### config.mk
export PLATFORM = sky130hd
export DESIGN_NAME = gear_selector_debounce_reporter
export DESIGN_NICKNAME = d
export VERILOG_FILES = /design/src/design/gsd_pkg.sv /design/src/design/gsd_decode.sv /design/src/design/gsd_tracker.sv /design/src/design/gear_selector_debounce_reporter.sv
export SDC_FILE = /design/constraint.sdc
export NUM_CORES = 1
export LEC_CHECK = 0
export ABC_AREA = 0
export BUFFER_PORTS_ARGS = -buffer_cell sky130_fd_sc_hd__buf_2
export CAP_MARGIN = 30
export CELL_PAD_IN_SITES_DETAIL_PLACEMENT = 2
export CELL_PAD_IN_SITES_GLOBAL_PLACEMENT = 2
export CORE_MARGIN = 3
export CORE_UTILIZATION = 38
export DETAILED_ROUTE_END_ITERATION = 7
export HOLD_SLACK_MARGIN = 0.15
export PLACE_DENSITY_LB_ADDON = 0.1
export SYNTH_ARGS = -nofsm -noshare
export SYNTH_HDL_FRONTEND = slang
export SYNTH_SLANG_ARGS = --single-unit
### constraint.sdc
create_clock -name clk -period 6.18 [get_ports clk]
set_input_delay 1.854 -clock clk [delete_from_list [all_inputs] [get_ports clk]]
set_output_delay 1.854 -clock clk [all_outputs]
set_load 0.05 [all_outputs]
### src/design/gsd_pkg.sv
// gsd_pkg: shared types and constants for the gear selector debounce reporter
// no dependencies

package gsd_pkg;

  typedef logic signed [3:0] gear_t;
  typedef logic [15:0]       age_t;
  typedef logic [1:0]        cfg_idx_t;

  localparam int unsigned PIN_COUNT = 7;
  localparam int unsigned CFG_W     = 16;

  localparam gear_t GEAR_NEUTRAL = 4'sd0;
  localparam gear_t GEAR_REVERSE = -4'sd1;
  localparam gear_t GEAR_MAX_FWD = 4'sd6;

  localparam age_t AGE_MAX = 16'hFFFF;

  // configuration register indexes
  localparam cfg_idx_t CFG_DEBOUNCE = 2'd0;
  localparam cfg_idx_t CFG_REPORT   = 2'd1;
  localparam cfg_idx_t CFG_BLINK    = 2'd2;

  localparam age_t DEBOUNCE_RST = 16'd20;
  localparam age_t REPORT_RST   = 16'd100;
  localparam age_t BLINK_RST    = 16'd1000;

  typedef struct packed {
    age_t debounce_ticks;
    age_t report_period;
    age_t blink_period;
  } cfg_t;

  typedef struct packed {
    gear_t gear_code;
    logic  change_send;
    logic  periodic_send;
    logic  led_level;
  } result_t;

  function automatic age_t age_up(input age_t age);
    age_t r;
    r = (age == AGE_MAX) ? AGE_MAX : age + 16'd1;
    return r;
  endfunction

endpackage

### src/design/gsd_decode.sv
// gsd_decode: maps seven active-low selector pins to a gear code
// depends on gsd_pkg

module gsd_decode (
  input  logic [gsd_pkg::PIN_COUNT-1:0] pins,
  output gsd_pkg::gear_t                gear
);
  import gsd_pkg::*;

  logic [PIN_COUNT-1:0] low;
  gear_t                pick;

  assign low = ~pins;

  // picks the gear of the highest low pin; only used when exactly one is low
  always_comb begin
    pick = GEAR_NEUTRAL;
    for (int i = 0; i < PIN_COUNT; i++) begin
      if (low[i]) begin
        if (i == PIN_COUNT - 1) begin
          pick = GEAR_REVERSE;
        end else begin
          pick = gear_t'(i + 1);
        end
      end
    end
  end

  assign gear = ($onehot(low)) ? pick : GEAR_NEUTRAL;

endmodule

### src/design/gsd_tracker.sv
// gsd_tracker: debounce, report and heartbeat state, one update per tick
// depends on gsd_pkg

module gsd_tracker (
  input  logic              clk,
  input  logic              rst_n,
  input  logic              step,
  input  gsd_pkg::gear_t    gear,
  input  gsd_pkg::cfg_t     cfg,
  output gsd_pkg::result_t  result
);
  import gsd_pkg::*;

  logic  started_r, started_nxt;
  gear_t raw_gear_r, raw_gear_nxt;
  gear_t stable_gear_r, stable_gear_nxt;
  gear_t reported_gear_r, reported_gear_nxt;
  age_t  raw_age_r, raw_age_nxt;
  age_t  report_age_r, report_age_nxt;
  age_t  blink_age_r, blink_age_nxt;
  logic  led_r, led_nxt;
  logic  change, periodic;

  always_comb begin
    age_t raw_inc, rep_inc, blk_inc;
    raw_inc = age_up(raw_age_r);
    rep_inc = age_up(report_age_r);
    blk_inc = age_up(blink_age_r);

    started_nxt       = 1'b1;
    raw_gear_nxt      = raw_gear_r;
    stable_gear_nxt   = stable_gear_r;
    reported_gear_nxt = reported_gear_r;
    raw_age_nxt       = raw_inc;
    report_age_nxt    = rep_inc;
    change            = 1'b0;
    periodic          = 1'b0;

    // heartbeat runs the same on every tick
    if (blk_inc >= cfg.blink_period) begin
      led_nxt       = ~led_r;
      blink_age_nxt = '0;
    end else begin
      led_nxt       = led_r;
      blink_age_nxt = blk_inc;
    end

    if (!started_r) begin
      raw_gear_nxt      = gear;
      stable_gear_nxt   = gear;
      reported_gear_nxt = gear;
      raw_age_nxt       = '0;
      report_age_nxt    = '0;
      change            = 1'b1;
    end else begin
      if (gear != raw_gear_r) begin
        raw_gear_nxt = gear;
        raw_age_nxt  = '0;
      end
      if (stable_gear_r != raw_gear_nxt && raw_age_nxt >= cfg.debounce_ticks) begin
        stable_gear_nxt = raw_gear_nxt;
      end
      if (stable_gear_nxt != reported_gear_r) begin
        change            = 1'b1;
        reported_gear_nxt = stable_gear_nxt;
      end
      if (rep_inc >= cfg.report_period) begin
        periodic       = 1'b1;
        report_age_nxt = '0;
      end
    end
  end

  assign result.gear_code     = stable_gear_nxt;
  assign result.change_send   = change;
  assign result.periodic_send = periodic;
  assign result.led_level     = led_nxt;

  always_ff @(posedge clk) begin
    if (!rst_n) begin
      started_r       <= 1'b0;
      raw_gear_r      <= GEAR_NEUTRAL;
      stable_gear_r   <= GEAR_NEUTRAL;
      reported_gear_r <= GEAR_NEUTRAL;
      raw_age_r       <= '0;
      report_age_r    <= '0;
      blink_age_r     <= '0;
      led_r           <= 1'b1;
    end else if (step) begin
      started_r       <= started_nxt;
      raw_gear_r      <= raw_gear_nxt;
      stable_gear_r   <= stable_gear_nxt;
      reported_gear_r <= reported_gear_nxt;
      raw_age_r       <= raw_age_nxt;
      report_age_r    <= report_age_nxt;
      blink_age_r     <= blink_age_nxt;
      led_r           <= led_nxt;
    end
  end

endmodule

### src/design/gear_selector_debounce_reporter.sv
// gear_selector_debounce_reporter: top level, input register, config and result register
// depends on gsd_pkg, gsd_decode, gsd_tracker
//
//   channel | ports                                         | transfer when
//   in      | in_valid, in_stall, in_pin_levels             | in_valid && !in_stall
//   out     | out_valid, out_stall, out_gear_code, out_*    | out_valid && !out_stall
//   cfg     | cfg_we, cfg_index, cfg_data                   | cfg_we
//
// one tick per cycle sustained while out_stall is low.
// the tick goes input register -> decode and tracker update -> result register.
// reset clears the gear state and the ages and sets the config to its defaults; LED starts on.
// a stalled result holds the pipe; in_stall rises only while the result register is full.

module gear_selector_debounce_reporter (
  input  logic                          clk,
  input  logic                          rst_n,
  input  logic                          in_valid,
  output logic                          in_stall,
  input  logic [gsd_pkg::PIN_COUNT-1:0] in_pin_levels,
  output logic                          out_valid,
  input  logic                          out_stall,
  output logic signed [3:0]             out_gear_code,
  output logic                          out_change_send,
  output logic                          out_periodic_send,
  output logic                          out_led_level,
  input  logic                          cfg_we,
  input  gsd_pkg::cfg_idx_t             cfg_index,
  input  logic [gsd_pkg::CFG_W-1:0]     cfg_data
);
  import gsd_pkg::*;

  cfg_t                 cfg_r;
  logic                 s1_valid_r;
  logic [PIN_COUNT-1:0] s1_pins_r;
  logic                 out_valid_r;
  result_t              out_r;
  logic                 step;
  gear_t                gear;
  result_t              result;

  // stage 1 moves on when the result register is empty or being taken
  assign step     = s1_valid_r && (!out_valid_r || !out_stall);
  assign in_stall = s1_valid_r && !step;

  always_ff @(posedge clk) begin
    if (!rst_n) begin
      cfg_r.debounce_ticks <= DEBOUNCE_RST;
      cfg_r.report_period  <= REPORT_RST;
      cfg_r.blink_period   <= BLINK_RST;
    end else if (cfg_we) begin
      unique case (cfg_index)
        CFG_DEBOUNCE: cfg_r.debounce_ticks <= cfg_data;
        CFG_REPORT:   cfg_r.report_period  <= cfg_data;
        CFG_BLINK:    cfg_r.blink_period   <= cfg_data;
        default:      ;
      endcase
    end
  end

  always_ff @(posedge clk) begin
    if (!rst_n) begin
      s1_valid_r <= 1'b0;
    end else if (!in_stall) begin
      s1_valid_r <= in_valid;
    end
  end

  always_ff @(posedge clk) begin
    if (in_valid && !in_stall) begin
      s1_pins_r <= in_pin_levels;
    end
  end

  gsd_decode u_decode (
    .pins (s1_pins_r),
    .gear (gear)
  );

  gsd_tracker u_tracker (
    .clk    (clk),
    .rst_n  (rst_n),
    .step   (step),
    .gear   (gear),
    .cfg    (cfg_r),
    .result (result)
  );

  always_ff @(posedge clk) begin
    if (!rst_n) begin
      out_valid_r <= 1'b0;
    end else if (step) begin
      out_valid_r <= 1'b1;
    end else if (!out_stall) begin
      out_valid_r <= 1'b0;
    end
  end

  always_ff @(posedge clk) begin
    if (step) begin
      out_r <= result;
    end
  end

  assign out_valid         = out_valid_r;
  assign out_gear_code     = out_r.gear_code;
  assign out_change_send   = out_r.change_send;
  assign out_periodic_send = out_r.periodic_send;
  assign out_led_level     = out_r.led_level;

endmodule

=== Word-level counts from Yosys, hierarchy flattened ===
Index checks and enable logic that the tools add are counted.

* Reductions and logical operators: 14
* $lt $le $gt $ge: 3
* $add $sub $neg: 9
* Bitwise gates (word level): 2
* Equality and inequality tests: 11
* Mux-type cells: 30

{| class="wikitable"
|+ Operators with widths
! kind !! count
|-
| $mux W16 || 9
|-
| $add A16 B1 Y16 const B || 3
|-
| $eq A16 B16 Y1 const B || 3
|-
| $ge A16 B16 Y1 || 3
|-
| $mux W4 || 10
|-
| $ne A4 B4 Y1 || 3
|-
| $mux W3 || 3
|-
| $reduce_and A2 Y1 || 4
|-
| $not A7 Y7 || 1
|-
| $add A1 B1 Y2 || 3
|-
| $add A3 B3 Y3 || 2
|-
| $mux W1 || 6
|-
| $logic_and A1 B1 Y1 || 4
|-
| $logic_not A1 Y1 || 4
|-
| $mux W2 || 2
|-
| $add A3 B1 Y3 || 1
|-
| $eq A3 B1 Y1 const B || 1
|-
| $eq A2 B1 Y1 const B || 1
|-
| $eq A2 B2 Y1 const B || 1
|-
| $logic_not A2 Y1 || 1
|-
| $ne A2 B1 Y1 const B || 1
|-
| $ne A2 B2 Y1 const B || 1
|-
| $logic_or A1 B1 Y1 || 1
|-
| $not A1 Y1 || 1
|}

* Output and inout port bits: 9
* Register bits after elaboration: 126

=== Depth between registers and ports, before layout ===
* Depth after elaboration: 19
* Mapped depth: 23
* Depth with buffers taken out: 21

=== Hierarchy ===
Synthesis repeated with hierarchy kept, for this count alone.

* Cell total of the unflattened synthesis: 845
* Area total of the unflattened synthesis: 7528.5 µm²

{| class="wikitable"
|+ Modules (own cells, without submodules)
! module !! times used !! cells an instance !! area each (µm²)
|-
| gsd_tracker || 1 || 620 || 4989.8
|-
| gear_selector_debounce_reporter || 1 || 203 || 2357.3
|-
| gsd_decode || 1 || 22 || 181.4
|}

=== Worst setup path after synthesis ===
Ideal clock, no wire load.

* Path kind: reg-to-reg
* Start point: register s1_pins_r[4]
* End point: register u_tracker.reported_gear_r[0]
* Path buffers: 2
* Library setup time: 95 ps
* Arrival: 5235 ps
* Stages on the path, launching flop included: 23
* Slack: 850 ps
* Cells stage by stage: edfxtp_1 -> inv_1 -> ha_1 -> fa_1 -> ha_1 -> fa_1 -> xor2_1 -> nand2_2 -> a31oi_1 -> xor2_1 -> or4b_1 -> buf_6 -> buf_8 -> a21o_1 -> ha_1 -> nand2b_1 -> a211oi_1 -> o21a_1 -> o21a_2 -> o311ai_1 -> a211oi_1 -> nand2_1 -> a221oi_1

* Word-level cells in the longest chain between the ends: 16
* Elaborated cells on any way between the ends: 24
* Those cells by class: add/sub (3); order compare (1); eq/ne (5); mux (12); bitwise (1); reduce/logical (2)

{| class="wikitable"
|+ RTL lines
! item !! line !! text
|-
| start: declaration || gear_selector_debounce_reporter.sv:34 || <nowiki>logic [PIN_COUNT-1:0] s1_pins_r;</nowiki>
|-
| start signal: assignment || gear_selector_debounce_reporter.sv:70 || <nowiki>s1_pins_r <= in_pin_levels;</nowiki>
|-
| $not A7 Y7 * || gsd_decode.sv:13 || <nowiki>assign low = ~pins;</nowiki>
|-
| $add A1 B1 Y2 (not written as such) || gsd_decode.sv:29 || <nowiki>assign gear = ($onehot(low)) ? pick : GEAR_NEUTRAL;</nowiki>
|-
| $add A3 B1 Y3 (not written as such) || gsd_decode.sv:29 ||
|-
| $add A3 B3 Y3 (not written as such) || gsd_decode.sv:29 ||
|-
| $eq A3 B1 Y1 || gsd_decode.sv:29 ||
|-
| $mux W4 * || gsd_decode.sv:29 ||
|-
| $ne A4 B4 Y1 || gsd_tracker.sv:56 || <nowiki>if (gear != raw_gear_r) begin</nowiki>
|-
| $mux W16 / $mux W4 (equally long branches) || gsd_tracker.sv:56 ||
|-
| $mux W16 / $mux W4 (equally long branches) || gsd_tracker.sv:48 || <nowiki>if (!started_r) begin</nowiki>
|-
| $ge A16 B16 Y1 / $ne A4 B4 Y1 (equally long branches) || gsd_tracker.sv:60 || <nowiki>if (stable_gear_r != raw_gear_nxt && raw_age_nxt >= cfg.debounce_ticks) begin</nowiki>
|-
| $logic_and A1 B1 Y1 || gsd_tracker.sv:60 ||
|-
| $mux W4 || gsd_tracker.sv:60 ||
|-
| $mux W4 || gsd_tracker.sv:48 ||
|-
| $ne A4 B4 Y1 || gsd_tracker.sv:63 || <nowiki>if (stable_gear_nxt != reported_gear_r) begin</nowiki>
|-
| $ne A2 B2 Y1 (no source line) || - ||
|-
| $reduce_and A2 Y1 (no source line) || - ||
|-
| end signal: assignment || gsd_tracker.sv:93 || <nowiki>reported_gear_r <= reported_gear_nxt;</nowiki>
|-
| end: declaration || gsd_tracker.sv:17 || <nowiki>gear_t reported_gear_r, reported_gear_nxt;</nowiki>
|}

Mark *: on every way between the ends. The rest lies on a longest branch, timed or not. The select of a mux whose other input is x is not followed.
A chain may end at the register's enable or synchronous reset.

=== Worst setup path after layout ===
* Start point: register s1_pins_r[5]
* End point: register u_tracker.reported_gear_r[1]

The elaborated chain is that of the path after synthesis.

==> flow_summary.toml <==
[finish]
final_area_um2 = 8080
drive_gt1_share_pct = 13.8
area_growth_pct = 14.6
ff_latch_area_um2 = 2660
finalNonFillerCells = 1094
n_antenna_cell = 0
nets = 941
multi_input_area_um2 = 4010
nFillCells = 1989

[placement]
placed_area_um2 = 7420
gp_congestion = 0.841
dp.final_hpwl_um = 15300
dp.cells = 1060
io_buffers = 38

[min_path]
hold_depth = 2
hold_start = "cfg_r[44]$_SDFFE_PN0P_"
min_path_type = "flip-flop to flip-flop"
holdPathEnd = "cfg_r[44]$_SDFFE_PN0P_"

[power]
power_frac_comb_pct = 13.5
clockPowerShare_pct = 46.8
switching_power_uw = 616
p_seq_share_pct = 39.7
p_sw_share_pct = 28.0
internal_power_uw = 1580
pwr_density_cell_nw_per_um2 = 272
peakVddDrop_mv = 0.179
power_leakage_uw = 0.00324

[synth]
yosysWarnings = 0
ys_types = 64
yosys.area.top_type = "dfxtp_1"
synthesis.nets = 914
syn-instance-count = 825
seq_area_frac_synth_pct = 37.8
synth_area_per_cell_um2 = 8.55
synth_edf_count = 14
async_flop_share_pct = 0
synth-seq-cells = 126
ys.flop_type = "dfxtp_1"
synth_top_cell_area_share_pct = 31.8
mappedNetlistArea_um2 = 7050
ys_top_cells_by_area = "dfxtp_1, ha_1, nand2_1, edfxtp_1, a21oi_1"

[cts]
clkLatencyLatePin_ns = 0.42
clock-root-buffer = "clkbuf_16"
cts_hold_buf = 0
htree_num_levels = 4
clockBufferDepth = 2
cts.reportedPaths.clkPinSlew_ns = 0.06
cts.sinks = 126
cts_made_buffers = 17
cts_tree = "yes"

[global_routing]
grt_max_degree = 67
antenna_found_initial = 0
grt_pass1_vias = 6704
grt_pass1_wl_um = 34900
grtUsageTotal_pct = 21.5
gr-total-overflow = 0

[run_status]
status = "finished, final reports clean"

[setup_path]
worstSetupPathType = "flip-flop to flip-flop"
crit_path_start_kind = "flip-flop"
r2r_cells = 22
endpoint_kind = "flip-flop"
crit_arrival_ns = 6.16
reg2reg_to = "u_tracker.reported_gear_r[1]$_SDFFE_PN0P_"
ff2ff_setup_slack_ns = 0.34
r2r-start = "s1_pins_r[5]$_DFFE_PP_"
worstPathRequired_ns = 6.50
path_max_fanout = 17

[routing]
drc = 0
vias = 6069
totalWireLength_um = 21000
via_per_inst = 5.55
drt-initial-drc-count = 241
first_pass_iters = 4
wl_per_cell_um = 19.2
ant_nets = 0

[sta]
drv_slew = 0
setup_tns_ns = 0
period_minus_slack_ns = 5.84
slew_headroom_pct = 41.5
worst_slew_pin_slew_ns = 0.877
clock.fmax_mhz = 171
fin_skew_ns = 0.00702
whs_ns = 0.460
finalSetupViolations = 0
hold_viol_final = 0
period_share_pct = 94.5

[job]
cap_violations = 0

[floorplanning]
dieArea_um2 = 20200
io_pins = 39
fp.coreArea_um2 = 18100
die_h_um = 142
start_util_pct = 39.0
num_rows = 49
die_x_um = 142
==> final cells by class <==
cell class                      count  share of cell area, %
Timing Repair Buffer               47                   3.28
Tap cell                          229                   3.55
Sequential cell                   126                   33.0
Multi-Input combinational cell    591                   49.6
Clock buffer                       17                   5.27
Clock inverter                     15                   2.14
Inverter                           69                   3.21
==> worst max-delay path by stage <==
stage / start / cells after the start / endpoint
after global routing: s1_pins_r[5]$_DFFE_PP_ / 22 / u_tracker.reported_gear_r[0]$_SDFFE_PN0P_
after CTS: s1_pins_r[4]$_DFFE_PP_ / 21 / u_tracker.reported_gear_r[3]$_SDFFE_PN0P_
final: s1_pins_r[5]$_DFFE_PP_ / 22 / u_tracker.reported_gear_r[1]$_SDFFE_PN0P_
after floorplan: s1_pins_r[4]$_DFFE_PP_ / 22 / u_tracker.reported_gear_r[0]$_SDFFE_PN0P_
after global placement: s1_pins_r[4]$_DFFE_PP_ / 21 / u_tracker.reported_gear_r[1]$_SDFFE_PN0P_
after detailed placement: s1_pins_r[4]$_DFFE_PP_ / 21 / u_tracker.reported_gear_r[3]$_SDFFE_PN0P_
==> metrics by stage <==
stage          power, µW  util, %  setup WS, ns
6_report            2200     44.7         0.339
4_1_cts             2210     44.3         0.120
3_5_place_dp        1180     41.0         0.172
3_3_place_gp        1160     41.0         0.535
5_1_grt             2290     44.7       -0.0421
2_1_floorplan       1110        -         0.850
==> cells in the final DEF (no fill, tap or decap), drive strengths merged, types with 4 or more instances in the layout <==
| cell | instances |
|---|---|
| clkinv | 8 |
| edfxtp | 14 |
| nor3 | 15 |
| o21ai | 16 |
| clkbuf | 17 |
| a211oi | 6 |
| a21o | 9 |
| a32o | 13 |
| ha | 56 |
| clkinvlp | 4 |
| a21oi | 86 |
| dfxtp | 112 |
| and3 | 18 |
| o21a | 12 |
| xor2 | 13 |
| nand2b | 10 |
| a22oi | 16 |
| and4 | 4 |
| xnor2 | 17 |
| a31oi | 4 |
| buf | 47 |
| mux2 | 4 |
| nand4 | 9 |
| nand3 | 24 |
| a221oi | 4 |
| nor2b | 8 |
| o211ai | 17 |
| a22o | 17 |
| nor2 | 46 |
| inv | 69 |
| nand2 | 131 |
==> per-layer routing <==
metal  routed length, µm  up-vias  GRT usage, %  share of wire [%]
met3                 437       20          4.20                2.1
met4                 316        0          5.61                1.5
met1                9470     3025          26.9                 45
met5                   0        -             0                  0
li1                    -     2960             -                  -
met2               10700       64          37.8                 51
==> state kept, by name, indices dropped and copies added, names as in the netlist <==
register	cells
s1_pins_r	7
out_change_send	1
u_tracker.started_r	1
u_tracker.stable_gear_r	4
u_tracker.led_r	1
u_tracker.blink_age_r	16
u_tracker.raw_age_r	16
u_tracker.raw_gear_r	4
u_tracker.report_age_r	16
out_valid	1
out_periodic_send	1
cfg_r	48
s1_valid_r	1
out_gear_code	4
out_led_level	1
u_tracker.reported_gear_r	4
==> critical path: stages (launching register included) <==
cell      delay, ns
edfxtp_1       0.44
inv_1          0.10
ha_1           0.25
fa_1           0.47
ha_1           0.22
fa_1           0.41
xor2_2         0.23
nand2_2        0.15
a31oi_2        0.21
xor2_1         0.08
or4b_1         0.56
buf_4          0.27
a21oi_2        0.18
ha_1           0.30
a21oi_1        0.20
a211oi_1       0.11
nor4_2         0.27
buf_4          0.17
o21a_2         0.21
o311ai_2       0.14
a211oi_2       0.28
nand2_1        0.17
a221oi_1       0.30
==> synth_stat cells, types with 5 or more instances <==
library cell	number
a21oi_1	80
o21a_1	11
o211ai_1	17
nand4_1	9
inv_1	69
nor2_2	5
nor3_1	15
a21o_1	9
edfxtp_1	14
nor2_1	38
dfxtp_1	112
nand3_1	24
buf_2	5
nor2b_1	8
a22o_1	17
nand2_1	130
a22oi_1	12
clkbuf_1	28
and3_1	17
ha_1	56
o21ai_0	14
nand2b_1	10
xnor2_1	17
xor2_1	13
a32o_1	13
==> cells by family after synthesis <==
group / synth area share, %
and+or+nand+nor: 18.8
DFF: 37.8
buffers and inverters: 6.10
adders and majority gates: 10.8
AOI/OAI and AO/OA: 21.7
muxes: 1.06
xor gates and xnor gates: 3.73
==> timing repair <==
action	CTS	global route
setup endpoints to repair	0	9
endpoints found under the hold margin	0	0
buffers inserted	0	1
gates resized for setup	0	8
==> power by group through the flow <==
| stage | registers, µW | clock network, µW | logic (µW) |
|---|---|---|---|
| global placement | 887 | 0 | 274 |
| finish | 872 | 1030 | 297 |
| detailed placement | 889 | 0 | 289 |
| global route | 875 | 1090 | 329 |
| CTS | 872 | 1050 | 292 |
| floorplan | 894 | 0 | 216 |
No activity file was read; power rests on OpenSTA's default activity.
